[config.mk]
export PLATFORM = sky130hd
export DESIGN_NAME = dts_ram
export DESIGN_NICKNAME = d
export VERILOG_FILES = /design/src/hdl/dts_ram.sv
export SDC_FILE = /design/constraint.sdc
export NUM_CORES = 1
export LEC_CHECK = 0
export BUFFER_PORTS_ARGS = -buffer_cell sky130_fd_sc_hd__buf_4
export CORE_ASPECT_RATIO = 1.25
export CORE_MARGIN = 2
export CORE_UTILIZATION = 49
export CTS_BUF_LIST = sky130_fd_sc_hd__clkbuf_8 sky130_fd_sc_hd__clkbuf_16
export DETAILED_ROUTE_END_ITERATION = 8
export GPL_TIMING_DRIVEN = 0
export PLACE_DENSITY = 0.68
export SYNTH_ARGS = -nofsm -noshare
export SYNTH_HDL_FRONTEND = slang
export SYNTH_SLANG_ARGS = --single-unit
[constraint.sdc]
create_clock -name i_clk -period 1.85 [get_ports i_clk]
set_clock_uncertainty 0.05 [all_clocks]
set_input_delay 0.2775 -clock i_clk [delete_from_list [all_inputs] [get_ports i_clk]]
set_output_delay 0.2775 -clock i_clk [all_outputs]
set_load 0.05 [all_outputs]
[src/hdl/dts_ram.sv]
// ----------------------------------------------------------------------------
// dts_ram: generic simple dual-port RAM
// One write port, one read port, read data registered.
// ----------------------------------------------------------------------------
module dts_ram #(
    parameter int WIDTH = 8,
    parameter int DEPTH = 16
) (
    input  logic                     i_clk,
    input  logic                     i_we,
    input  logic [$clog2(DEPTH)-1:0] i_waddr,
    input  logic [WIDTH-1:0]         i_wdata,
    input  logic [$clog2(DEPTH)-1:0] i_raddr,
    output logic [WIDTH-1:0]         o_rdata
);

    logic [WIDTH-1:0] r_mem [DEPTH];
    logic [WIDTH-1:0] r_rdata;

    always_ff @(posedge i_clk) begin
        if (i_we) begin
            r_mem[i_waddr] <= i_wdata;
        end
        r_rdata <= r_mem[i_raddr];
    end

    assign o_rdata = r_rdata;

endmodule
==> summary.md, run 1 <==
| Metric | Value |
|---|---|
| Startpoint types | input pin |
| Critical path cell sequence | buf_4, nand3b_1, nor3_1 |
| Die area | between 0.01 and 0.015 mm2 |
| Post-synthesis cell count | 229 |
| Peak Freq | between 600 and 700 MHz |
| Post-detailed-route count of antenna-violating nets | 0 |
| Met2 usage | ~28% |
| CP Data Required Time | between 1.5 and 2 ns |
| Post-synthesis cell type count | 19 |
| Die height | 119 um |
| Initial Utilization | between 50% and 60% |
| Ant diodes | 0 |
| Setup-failing EPs final | 0 |
| Gpl congestion | about 0.9 |
| Cell family with most CP delay | simple AND/OR/NAND/NOR gates |
| Die X | 95.7 um |
| Crit share post-route | about 86% |
| Htree depth | 4 |
| CTS clk-pin slew, worst paths | around 0.06 ns |
| DRC Markers | 0 |
| Dpl hpwl | about 5.9 mm |
| Routed len/inst | ~23 um |
| CTS tree | built |
| Total GRT Usage | between 10% and 20% |
| Slew Limit Headroom | ~16% |
| Critical Path AT | 1.57 ns |
| P&R area growth vs syn | 17.7% |
| Mapped cell area | between 0.005 and 0.006 mm2 |
| Max-cap violations | 0 |
| Layout fillers | around 750 |
| Yosys Warn Count | 0 |
| Cell Rows | between 40 and 50 |
| Clock Latency Late Sink | roughly 0.42 ns |
| Period minus WS final | around 1.6 ns |
| Core area | ~0.01 mm2 |
| Slew Limit Fails | 0 |
| Hold Crit Class | input pin to flip-flop |
| Syn Area/Cell | 22.5 um2 |
| Number of port buffers | 24 |
| CP max FO | 8 |
| Power Density | around 1200 mW/mm2 |
| Sequential share of the synthesized area | between 70% and 80% |
| Maximum VDD drop | between 0.0007 and 0.0008 V |
| Net Count, Synth | approximately 250 |
| Grt ovf | 0 |
| Slowest cell on crit path | nor3_1 |
| Via-per-instance ratio | 5.81 |
| Post-Route WL | about 9.5 mm |
| CP Capture Type | flip-flop |
| M1 GR Usage | 25.4% |
| 1st-iter DRT viols | around 220 |
| Global route hottest layer | met2 |
| Ports | 26 |
| Drt pass-1 iters | 5 |
| CTS buffer count | 17 |
| Leading cell types in the layout, fill and taps excluded | edfxtp_1, buf_4, mux4_2, clkbuf_16, a22oi_1 |
| Worst setup margin | 0.256 ns |
| CTS Sinks | between 100 and 150 |
| # Post-CTS Setup Buffers | 0 |
| Status | complete, no violations |
| Largest net degree at the start of global routing | 17 |
| Final-stage net count | 290 |
| Type of the worst setup path | input pin to flip-flop |
| Worst-Margin Slew | between 1 and 1.5 ns |
| RSZ-0062 raised after global routing | no |
| CTS root buf | clkbuf_16 |
| Share of layout cells above drive strength 1 | 28.8% |
| Seq. cell area | approximately 0.004 mm2 |
| LEAKAGE | between 0.002 and 0.0025 uW |
| CTS Buffer Depth | 2 |
| Leading cell type in the layout, fill and taps excluded | edfxtp_1 |
| First-pass GRT wire length | between 10 and 15 mm |
| Final hold vios | 0 |
| WP buf/inv | 1 |
| Setup tns final | 0 ns |
| GR Util met3 | 6.44% |
| Antenna violations before repair | 0 |
| Yosys reg bits | between 100 and 150 |
| Max stage delay on crit path | approximately 0.9 ns |
| Multi-input logic area | around 0.0011 mm2 |
| Routed vias | ~2400 |
| Vias in the first global route | 2374 |
| Pre-CTS setup slack | -0.446 ns |
## per-layer routing
metal,vias to the layer above,share of wire (%)
li1,1061,-
met1,1228,40
met2,98,51
met3,19,6.4
met4,0,3.0
met5,-,0
## flip-flops by register name, indices dropped and copies added, names as in the netlist
name / flops
o_rdata: 8
r_mem: 128
## cell usage after synthesis
cell type / n / area share (%)
mux4_2: 18 / 7.9
and2b_1: 1 / 0.15
nand2_1: 9 / 0.66
nand3_1: 1 / 0.097
clkdlybuf4s25_2: 3 / 0.58
buf_4: 1 / 0.15
edfxtp_1: 128 / 75
nand3b_1: 2 / 0.29
nor3_1: 4 / 0.39
dfxtp_1: 8 / 3.1
mux4_1: 14 / 7.1
nor2b_1: 1 / 0.12
or3b_2: 1 / 0.17
and2_1: 1 / 0.12
a22oi_1: 16 / 2.3
buf_2: 3 / 0.29
nand2b_1: 2 / 0.24
nor2_1: 13 / 0.95
buf_6: 3 / 0.66
## area by class of cell
| class | instances | area share, % |
|---|---|---|
| buffer | 10 | 1.42 |
| clock buffer | 18 | 7.25 |
| clock inverter | 14 | 2.00 |
| multi-input combinational | 83 | 17.6 |
| sequential | 136 | 66.1 |
| tap | 129 | 2.66 |
| timing repair buffer | 24 | 2.97 |
## cells by family (layout without fill, tap and decap cells)
logic type | Yosys count | in the layout | share of synthesized area (%)
flip-flops | 136 | 136 | 77.8
AND/OR/NAND/NOR | 35 | 35 | 3.18
multiplexers | 32 | 32 | 15.0
AO/OA/AOI/OAI | 16 | 16 | 2.33
buffers and inverters | 10 | 66 | 1.68
## stage by stage
stage | std cells | hold slack (ns) | total power [uW] | cell area (um2) | util (%)
5_1_grt | 414 | 0.140 | 7230 | 6060 | 59.7
3_3_place_gp | 382 | 0.544 | 3940 | 5490 | 54.0
4_1_cts | 414 | 0.129 | 7070 | 6050 | 59.6
2_1_floorplan | 229 | 0.326 | 3770 | 5150 | -
3_5_place_dp | 382 | 0.556 | 3950 | 5490 | 54.0
6_report | 414 | 0.143 | 7010 | 6060 | 59.7
## where the power goes
group          internal [uW]  switching, uW
Sequential              3450           16.2
Clock                   1980           1150
Combinational            160            259
Total                   5580           1430
## timing repair
item                                    4_1_cts  5_1_grt
endpoints found under the setup margin        5        0
resized for setup                             1        0
hold buffers                                  0        0
## final timing paths
check                                             from               endpoint  slack (ns)  cells after the start
worst max-delay path                        i_waddr[3]  r_mem[4][5]$_DFFE_PP_        0.26                      3
worst min register to register  r_mem[14][1]$_DFFE_PP_     o_rdata[1]$_DFF_P_        0.63                      3
worst max register to register  r_mem[10][4]$_DFFE_PP_     o_rdata[4]$_DFF_P_        0.35                      3
worst min-delay path                        i_wdata[6]  r_mem[2][6]$_DFFE_PP_        0.14                      1
Note: power is estimated with default switching activity, not from simulation.
==> inputs of run 2 (changes only) <==
--- a/config.mk
+++ b/config.mk
@@ -5,7 +5,7 @@
 export SDC_FILE = /design/constraint.sdc
 export NUM_CORES = 1
 export LEC_CHECK = 0
-export BUFFER_PORTS_ARGS = -buffer_cell sky130_fd_sc_hd__buf_4
+export BUFFER_PORTS_ARGS = -buffer_cell sky130_fd_sc_hd__buf_2
 export CORE_ASPECT_RATIO = 1.25
 export CORE_MARGIN = 2
 export CORE_UTILIZATION = 49
==> constraint.sdc (replaced) <==
create_clock -name i_clk -period 1.85 [get_ports i_clk]
set_clock_uncertainty 0.05 [all_clocks]
set_input_delay 0.2775 -clock i_clk [delete_from_list [all_inputs] [get_ports i_clk]]
set_output_delay 0.2775 -clock i_clk [all_outputs]
set_load 0.005 [all_outputs]
==> run 2 against run 1 <==
Compared with the run above: worst setup slack worse by 0.029 ns; non-clock buffer count is the same; largest power group is now the clock network; sequential cell count unchanged; total power rose by 9.3%; routed wire length up 1.4%; via count decreased by 1.2%.
==> summary.md, run 2 (same netlist as run 1, synthesis figures left out) <==
| Metric | Value |
|---|---|
| Status | complete, no violations (unchanged) |
| Routed len/inst | 23.2 um (was 22.9 um) |
| Startpoint types | input pin (unchanged) |
| CTS Sinks | 136 (unchanged) |
| Leading cell type in the layout, fill and taps excluded | edfxtp_1 (unchanged) |
| CTS buffer count | 17 (unchanged) |
| Sw Share | 18.2% (was 20.4%) |
| P&R area growth vs syn | 19.0% (was 17.7%) |
| Post-cts hold buffer count | 0 (unchanged) |
| Htree depth | 4 (unchanged) |
| Vias in the first global route | 2496 (was 2374) |
| End of the worst hold path | r_mem[10][5]$_DFFE_PP_ (was r_mem[2][6]$_DFFE_PP_) |
| Cell Rows | 41 (unchanged) |
| Leading cell types in the layout, fill and taps excluded | edfxtp_1, buf_2, mux4_2, clkbuf_16, a22oi_1 (was edfxtp_1, buf_4, mux4_2, clkbuf_16, a22oi_1) |
| LEAKAGE | 0.00208 uW (was 0.00204 uW) |
| RSZ-0062 raised after global routing | no (unchanged) |
| Sequential power share | 45.2% (was 49.4%) |
| Layout fillers | 738 (was 748) |
| CP max FO | 8 (unchanged) |
| Slew Limit Fails | 0 (unchanged) |
| Slew Limit Headroom | 15.8% (was 16.3%) |
| Via-per-instance ratio | 5.74 (was 5.81) |
| Antenna violations before repair | 0 (unchanged) |
| CTS Buffer Depth | 2 (unchanged) |
| Setup-failing EPs final | 0 (unchanged) |
| Number of port buffers | 24 (unchanged) |
| Comb power frac | 4.3% (was 6.0%) |
| CTS root buf | clkbuf_16 (unchanged) |
| P_int | 6270 uW (was 5580 uW) |
| Largest net degree at the start of global routing | 17 (unchanged) |
| Post-detailed-route count of antenna-violating nets | 0 (unchanged) |
| Largest register FFs | 128 (unchanged) |
| Final-stage net count | 290 (unchanged) |
| Pwr Total | 7670 uW (was 7010 uW) |
| Ports | 26 (unchanged) |
| Hold Crit Class | input pin to flip-flop (unchanged) |
| Core area | 0.0102 mm2 (unchanged) |
| Routed vias | 2376 (was 2406) |
| 1st-iter DRT viols | 251 (was 217) |
| Peak Freq | 616 MHz (was 627 MHz) |
| Hold depth | 1 (unchanged) |
| First-pass GRT wire length | 14.8 mm (was 14.2 mm) |
| Post-Route WL | 9.60 mm (was 9.47 mm) |
| R2r startpoint | r_mem[1][0]$_DFFE_PP_ (was r_mem[10][4]$_DFFE_PP_) |
| Type of the worst setup path | input pin to flip-flop (unchanged) |
| Psw | 1400 uW (was 1430 uW) |
| Die X | 95.7 um (unchanged) |
| Reg2reg end | o_rdata[0]$_DFF_P_ (was o_rdata[4]$_DFF_P_) |
| CTS tree | built (unchanged) |
| CP Capture Type | flip-flop (unchanged) |
| Gpl congestion | 0.911 (was 0.892) |
| Clock Latency Late Sink | 0.41 ns (was 0.42 ns) |
| Length in cells of the worst reg-to-reg path | 3 (unchanged) |
| Period minus WS final | 1.62 ns (was 1.59 ns) |
| Ant diodes | 0 (unchanged) |
| Critical Path AT | 1.59 ns (was 1.57 ns) |
| Drt pass-1 iters | 4 (was 5) |
| DRC Markers | 0 (unchanged) |
| Power Density | 1250 mW/mm2 (was 1160 mW/mm2) |
| Share of layout cells above drive strength 1 | 30.2% (was 28.8%) |
| Pre-CTS setup slack | -0.482 ns (was -0.446 ns) |
| Final hold vios | 0 (unchanged) |
| Total GRT Usage | 19.3% (was 18.8%) |
| Clock network fraction of design power | 50.6% (was 44.7%) |
| Most flop-heavy register | r_mem (unchanged) |
| Initial Utilization | 50.7% (unchanged) |
| CTS clk-pin slew, worst paths | 0.06 ns (about the same) |
| R2R setup slack | 0.37 ns (was 0.35 ns) |
| CP Data Required Time | 1.82 ns (about the same) |
| Die height | 119 um (unchanged) |
| Seq. cell area | 0.00400 mm2 (unchanged) |
| Multi-input logic area | 0.00106 mm2 (was 0.00107 mm2) |
| # Post-CTS Setup Buffers | 0 (unchanged) |
| Grt ovf | 0 (unchanged) |
| Die area | 0.0113 mm2 (unchanged) |
| Worst setup margin | 0.228 ns (was 0.256 ns) |
| Worst-Margin Slew | 1.25 ns (about the same) |
| Dpl hpwl | 6.09 mm (was 5.93 mm) |
| Worst Hold Launch | i_wdata[5] (was i_wdata[6]) |
| Crit share post-route | 87.7% (was 86.1%) |
| Resized cells post-CTS | 1 (unchanged) |
| Maximum VDD drop | 0.000826 V (was 0.000779 V) |
| Max-cap violations | 0 (unchanged) |
## run 2: cell types whose count changed in the layout (fill, tap and decap cells not counted), moves of 2 or more
cell	delta
buf_2	+24
buf_4	-24
bufinv_16	+5
inv_1	-4
clkinvlp_4	-2
## run 2: worst max path at each step
| stage | startpoint | to | slack [ns] | cells after the start |
|---|---|---|---|---|
| floorplan | i_waddr[2] | r_mem[0][0]$_DFFE_PP_ | 0.03 | 2 |
| global placement | i_waddr[2] | r_mem[0][4]$_DFFE_PP_ | -0.48 | 3 |
| detailed placement | i_waddr[2] | r_mem[0][2]$_DFFE_PP_ | -0.48 | 3 |
| CTS | i_waddr[3] | r_mem[4][5]$_DFFE_PP_ | 0.17 | 3 |
| global route | i_waddr[2] | r_mem[8][0]$_DFFE_PP_ | 0.1 | 3 |
| finish | i_waddr[2] | r_mem[8][3]$_DFFE_PP_ | 0.23 | 3 |
## run 2: metal layers
layer  track usage [%]  routed length (um)  share of wire, %
met2              28.3                4840                50
met3              5.16                 540               5.6
met4              11.9                 329               3.4
met5                 0                   0                 0
met1              25.6                3890                40
## run 2: final cells by class
type	count	area share, %
well taps	129	2.64
multi-input cells	83	17.3
plain buffers	10	1.41
repair buffers	24	1.96
flip-flops and latches	136	65.4
clock buffers	18	7.17
clock inverters	14	4.11
## run 2: power groups by stage
stage               clock (uW)  sequential, uW  combinational (uW)
floorplan                    0            3530                 175
global placement             0            3520                 320
detailed placement           0            3530                 330
CTS                       3920            3460                 332
global route              4050            3470                 355
finish                    3880            3460                 327
## run 2: per-stage QoR
stage	cells	setup TNS (ns)	cell area (um2)	util (%)	hold WS (ns)
floorplan	229	0	5150	-	0.326
global placement	382	-12.33	5430	53.4	0.604
detailed placement	382	-12.42	5430	53.4	0.606
CTS	414	0	6120	60.3	0.201
global route	414	0	6120	60.3	0.219
finish	414	0	6120	60.3	0.222
## run 2: worst max-delay path: stages
cell	delay, ns
buf_2	0.11
nand3b_1	0.25
nor3_1	0.95
==> inputs of run 3 (changes only) <==
--- a/config.mk
+++ b/config.mk
@@ -12,7 +12,7 @@
 export CTS_BUF_LIST = sky130_fd_sc_hd__clkbuf_8 sky130_fd_sc_hd__clkbuf_16
 export DETAILED_ROUTE_END_ITERATION = 8
 export GPL_TIMING_DRIVEN = 0
-export PLACE_DENSITY = 0.68
+export PLACE_DENSITY = 0.71
 export SYNTH_ARGS = -nofsm -noshare
 export SYNTH_HDL_FRONTEND = slang
 export SYNTH_SLANG_ARGS = --single-unit
==> run 3 against run 2 <==
Compared with the run above: critical path depth stayed put; critical endpoint is now r_mem[4][3]$_DFFE_PP_; count of clock-buffer cells in the layout unchanged; cell area shrank 1.0%; final cell count unchanged; register-to-register slack got worse by 0.09 ns; largest power group unchanged; sequential share of layout area increased by 0.67 points; via count grew 3.5%.
==> summary.md, run 3 (same netlist as run 1, synthesis figures left out) <==
| Metric | Value |
|---|---|
| Hold depth | 1 (unchanged) |
| CTS tree | built (unchanged) |
| Clock Latency Late Sink | 0.42 ns (was 0.41 ns) |
| Dpl hpwl | 6.04 mm (was 6.09 mm) |
| Top sig layer | met4 (unchanged) |
| Maximum VDD drop | 0.000691 V (was 0.000826 V) |
| Post-Route WL | 9.64 mm (was 9.60 mm) |
| Setup tns final | 0 ns (unchanged) |
| DRC Markers | 0 (unchanged) |
| Cell Rows | 41 (unchanged) |
| Slew Limit Headroom | 19.3% (was 15.8%) |
| Drt pass-1 iters | 4 (unchanged) |
| Leading cell type in the layout, fill and taps excluded | edfxtp_1 (unchanged) |
| R2R setup slack | 0.28 ns (was 0.37 ns) |
| Ant diodes | 0 (unchanged) |
| Die height | 119 um (unchanged) |
| Antenna violations before repair | 0 (unchanged) |
| Period minus WS final | 1.60 ns (was 1.62 ns) |
| 1st-iter DRT viols | 389 (was 251) |
| LEAKAGE | 0.00205 uW (was 0.00208 uW) |
| Routed len/inst | 23.3 um (was 23.2 um) |
| Setup-failing EPs final | 0 (unchanged) |
| Final core occ | 59.7% (was 60.3%) |
| Startpoint types | input pin (unchanged) |
| Max-cap violations | 0 (unchanged) |
| Initial Utilization | 50.7% (unchanged) |
| Vias in the first global route | 2457 (was 2496) |
| Worst Hold Launch | i_wdata[6] (was i_wdata[5]) |
| CTS Sinks | 136 (unchanged) |
| Length in cells of the worst reg-to-reg path | 3 (unchanged) |
| Met2 wire length | 4.95 mm (was 4.84 mm) |
| Reg2reg end | o_rdata[1]$_DFF_P_ (was o_rdata[0]$_DFF_P_) |
| Pre-CTS setup slack | -0.597 ns (was -0.482 ns) |
| CP max FO | 8 (unchanged) |
| Status | complete, no violations (unchanged) |
| Worst-Margin Slew | 1.20 ns (was 1.25 ns) |
| Worst setup margin | 0.248 ns (was 0.228 ns) |
| Gpl congestion | 0.779 (was 0.911) |
| Largest register FFs | 128 (unchanged) |
| First-pass GRT wire length | 14.6 mm (was 14.8 mm) |
| Die X | 95.7 um (unchanged) |
| Slew Limit Fails | 0 (unchanged) |
| Layout fillers | 732 (was 738) |
| Met1 wire length | 3.76 mm (was 3.89 mm) |
| Fin cells | 414 (unchanged) |
| Routed wl met3 | 704 um (was 540 um) |
| CP Data Required Time | 1.83 ns (was 1.82 ns) |
| Htree depth | 4 (unchanged) |
| P&R area growth vs syn | 17.8% (was 19.0%) |
| Most flop-heavy register | r_mem (unchanged) |
| Post-route cell area | 0.00606 mm2 (was 0.00612 mm2) |
| Final-stage net count | 291 (was 290) |
| Critical Path AT | 1.58 ns (was 1.59 ns) |
| Total placed instance area | 0.00543 mm2 (unchanged) |
| Crit share post-route | 86.6% (was 87.7%) |
| CTS Buffer Depth | 2 (unchanged) |
| Total GRT Usage | 19.0% (was 19.3%) |
| Type of the worst setup path | input pin to flip-flop (unchanged) |
| Post-detailed-route count of antenna-violating nets | 0 (unchanged) |
| Ports | 26 (unchanged) |
| End of the worst hold path | r_mem[6][6]$_DFFE_PP_ (was r_mem[10][5]$_DFFE_PP_) |
| Power Density | 1200 mW/mm2 (was 1250 mW/mm2) |
| Peak Freq | 624 MHz (was 616 MHz) |
| CTS buffer count | 17 (unchanged) |
| Share of layout cells above drive strength 1 | 30.5% (was 30.2%) |
| CTS root buf | clkbuf_16 (unchanged) |
| Leading cell types in the layout, fill and taps excluded | edfxtp_1, buf_2, mux4_2, clkbuf_16, a22oi_1 (unchanged) |
| Via-per-instance ratio | 5.94 (was 5.74) |
| Final hold vios | 0 (unchanged) |
| R2r startpoint | r_mem[1][1]$_DFFE_PP_ (was r_mem[1][0]$_DFFE_PP_) |
| Grt ovf | 0 (unchanged) |
| Number of port buffers | 24 (unchanged) |
| Largest net degree at the start of global routing | 17 (unchanged) |
| Core area | 0.0102 mm2 (unchanged) |
| CP Capture Type | flip-flop (unchanged) |
| RSZ-0062 raised after global routing | no (unchanged) |
| CTS clk-pin slew, worst paths | 0.05 ns (was 0.06 ns) |
| Placed Cells | 382 (unchanged) |
| Routed vias | 2460 (was 2376) |
| Hold Crit Class | input pin to flip-flop (unchanged) |
| Die area | 0.0113 mm2 (unchanged) |
==> run 3: changes by cell type in the layout (fill, tap and decap cells not counted), sizes merged <==
| cell | delta |
|---|---|
| bufinv | -3 |
| clkinv | +2 |
| buf | +1 |
==> run 3: worst max-delay path by stage <==
stage	startpoint	end	slack, ns
after floorplan	i_waddr[2]	r_mem[0][0]$_DFFE_PP_	0.03
after global placement	i_waddr[2]	r_mem[0][1]$_DFFE_PP_	-0.52
after detailed placement	i_waddr[2]	r_mem[0][2]$_DFFE_PP_	-0.60
after CTS	i_waddr[2]	r_mem[8][4]$_DFFE_PP_	0.18
after global routing	i_waddr[3]	r_mem[4][6]$_DFFE_PP_	0.11
final	i_waddr[3]	r_mem[4][3]$_DFFE_PP_	0.25
==> run 3: area by class of cell <==
cell class | count | area [um2] | area share (%)
buffer | 10 | 86.3 | 1.42
clock buffer | 18 | 439 | 7.24
clock inverter | 13 | 179 | 2.95
multi-input combinational | 83 | 1070 | 17.6
sequential | 136 | 4000 | 66.0
tap | 129 | 161 | 2.66
timing repair buffer | 25 | 125 | 2.06
==> run 3: layer usage <==
metal  GRT usage (%)  up-vias
li1                -     1057
met1            25.8     1256
met2            28.6      124
met3            5.80       23
met4            8.13        0
met5               0        -
==> run 3: critical path: stages <==
cell      delay (ns)
buf_2           0.11
nand3b_1        0.23
nor3_1          0.95
==> run 3: through the flow <==
step,hold slack [ns],power [uW]
final,0.208,7260
after global routing,0.214,7450
after CTS,0.191,7290
after detailed placement,0.602,3850
after global placement,0.599,3840
after floorplan,0.326,3700
==> run 3: where the power goes <==
group | internal, uW | switching [uW] | leakage [uW]
clock network | 2270 | 1200 | 0.000305
registers | 3450 | 15.9 | 0.00122
logic | 137 | 190 | 0.000523
total | 5850 | 1410 | 0.00205
==> run 3: what timing repair did <==
item / in CTS / in global routing
resized for setup: 1 / 0
hold buffers: 0 / 0
buffers inserted: 0 / 0
endpoints found under the setup margin: 8 / 0
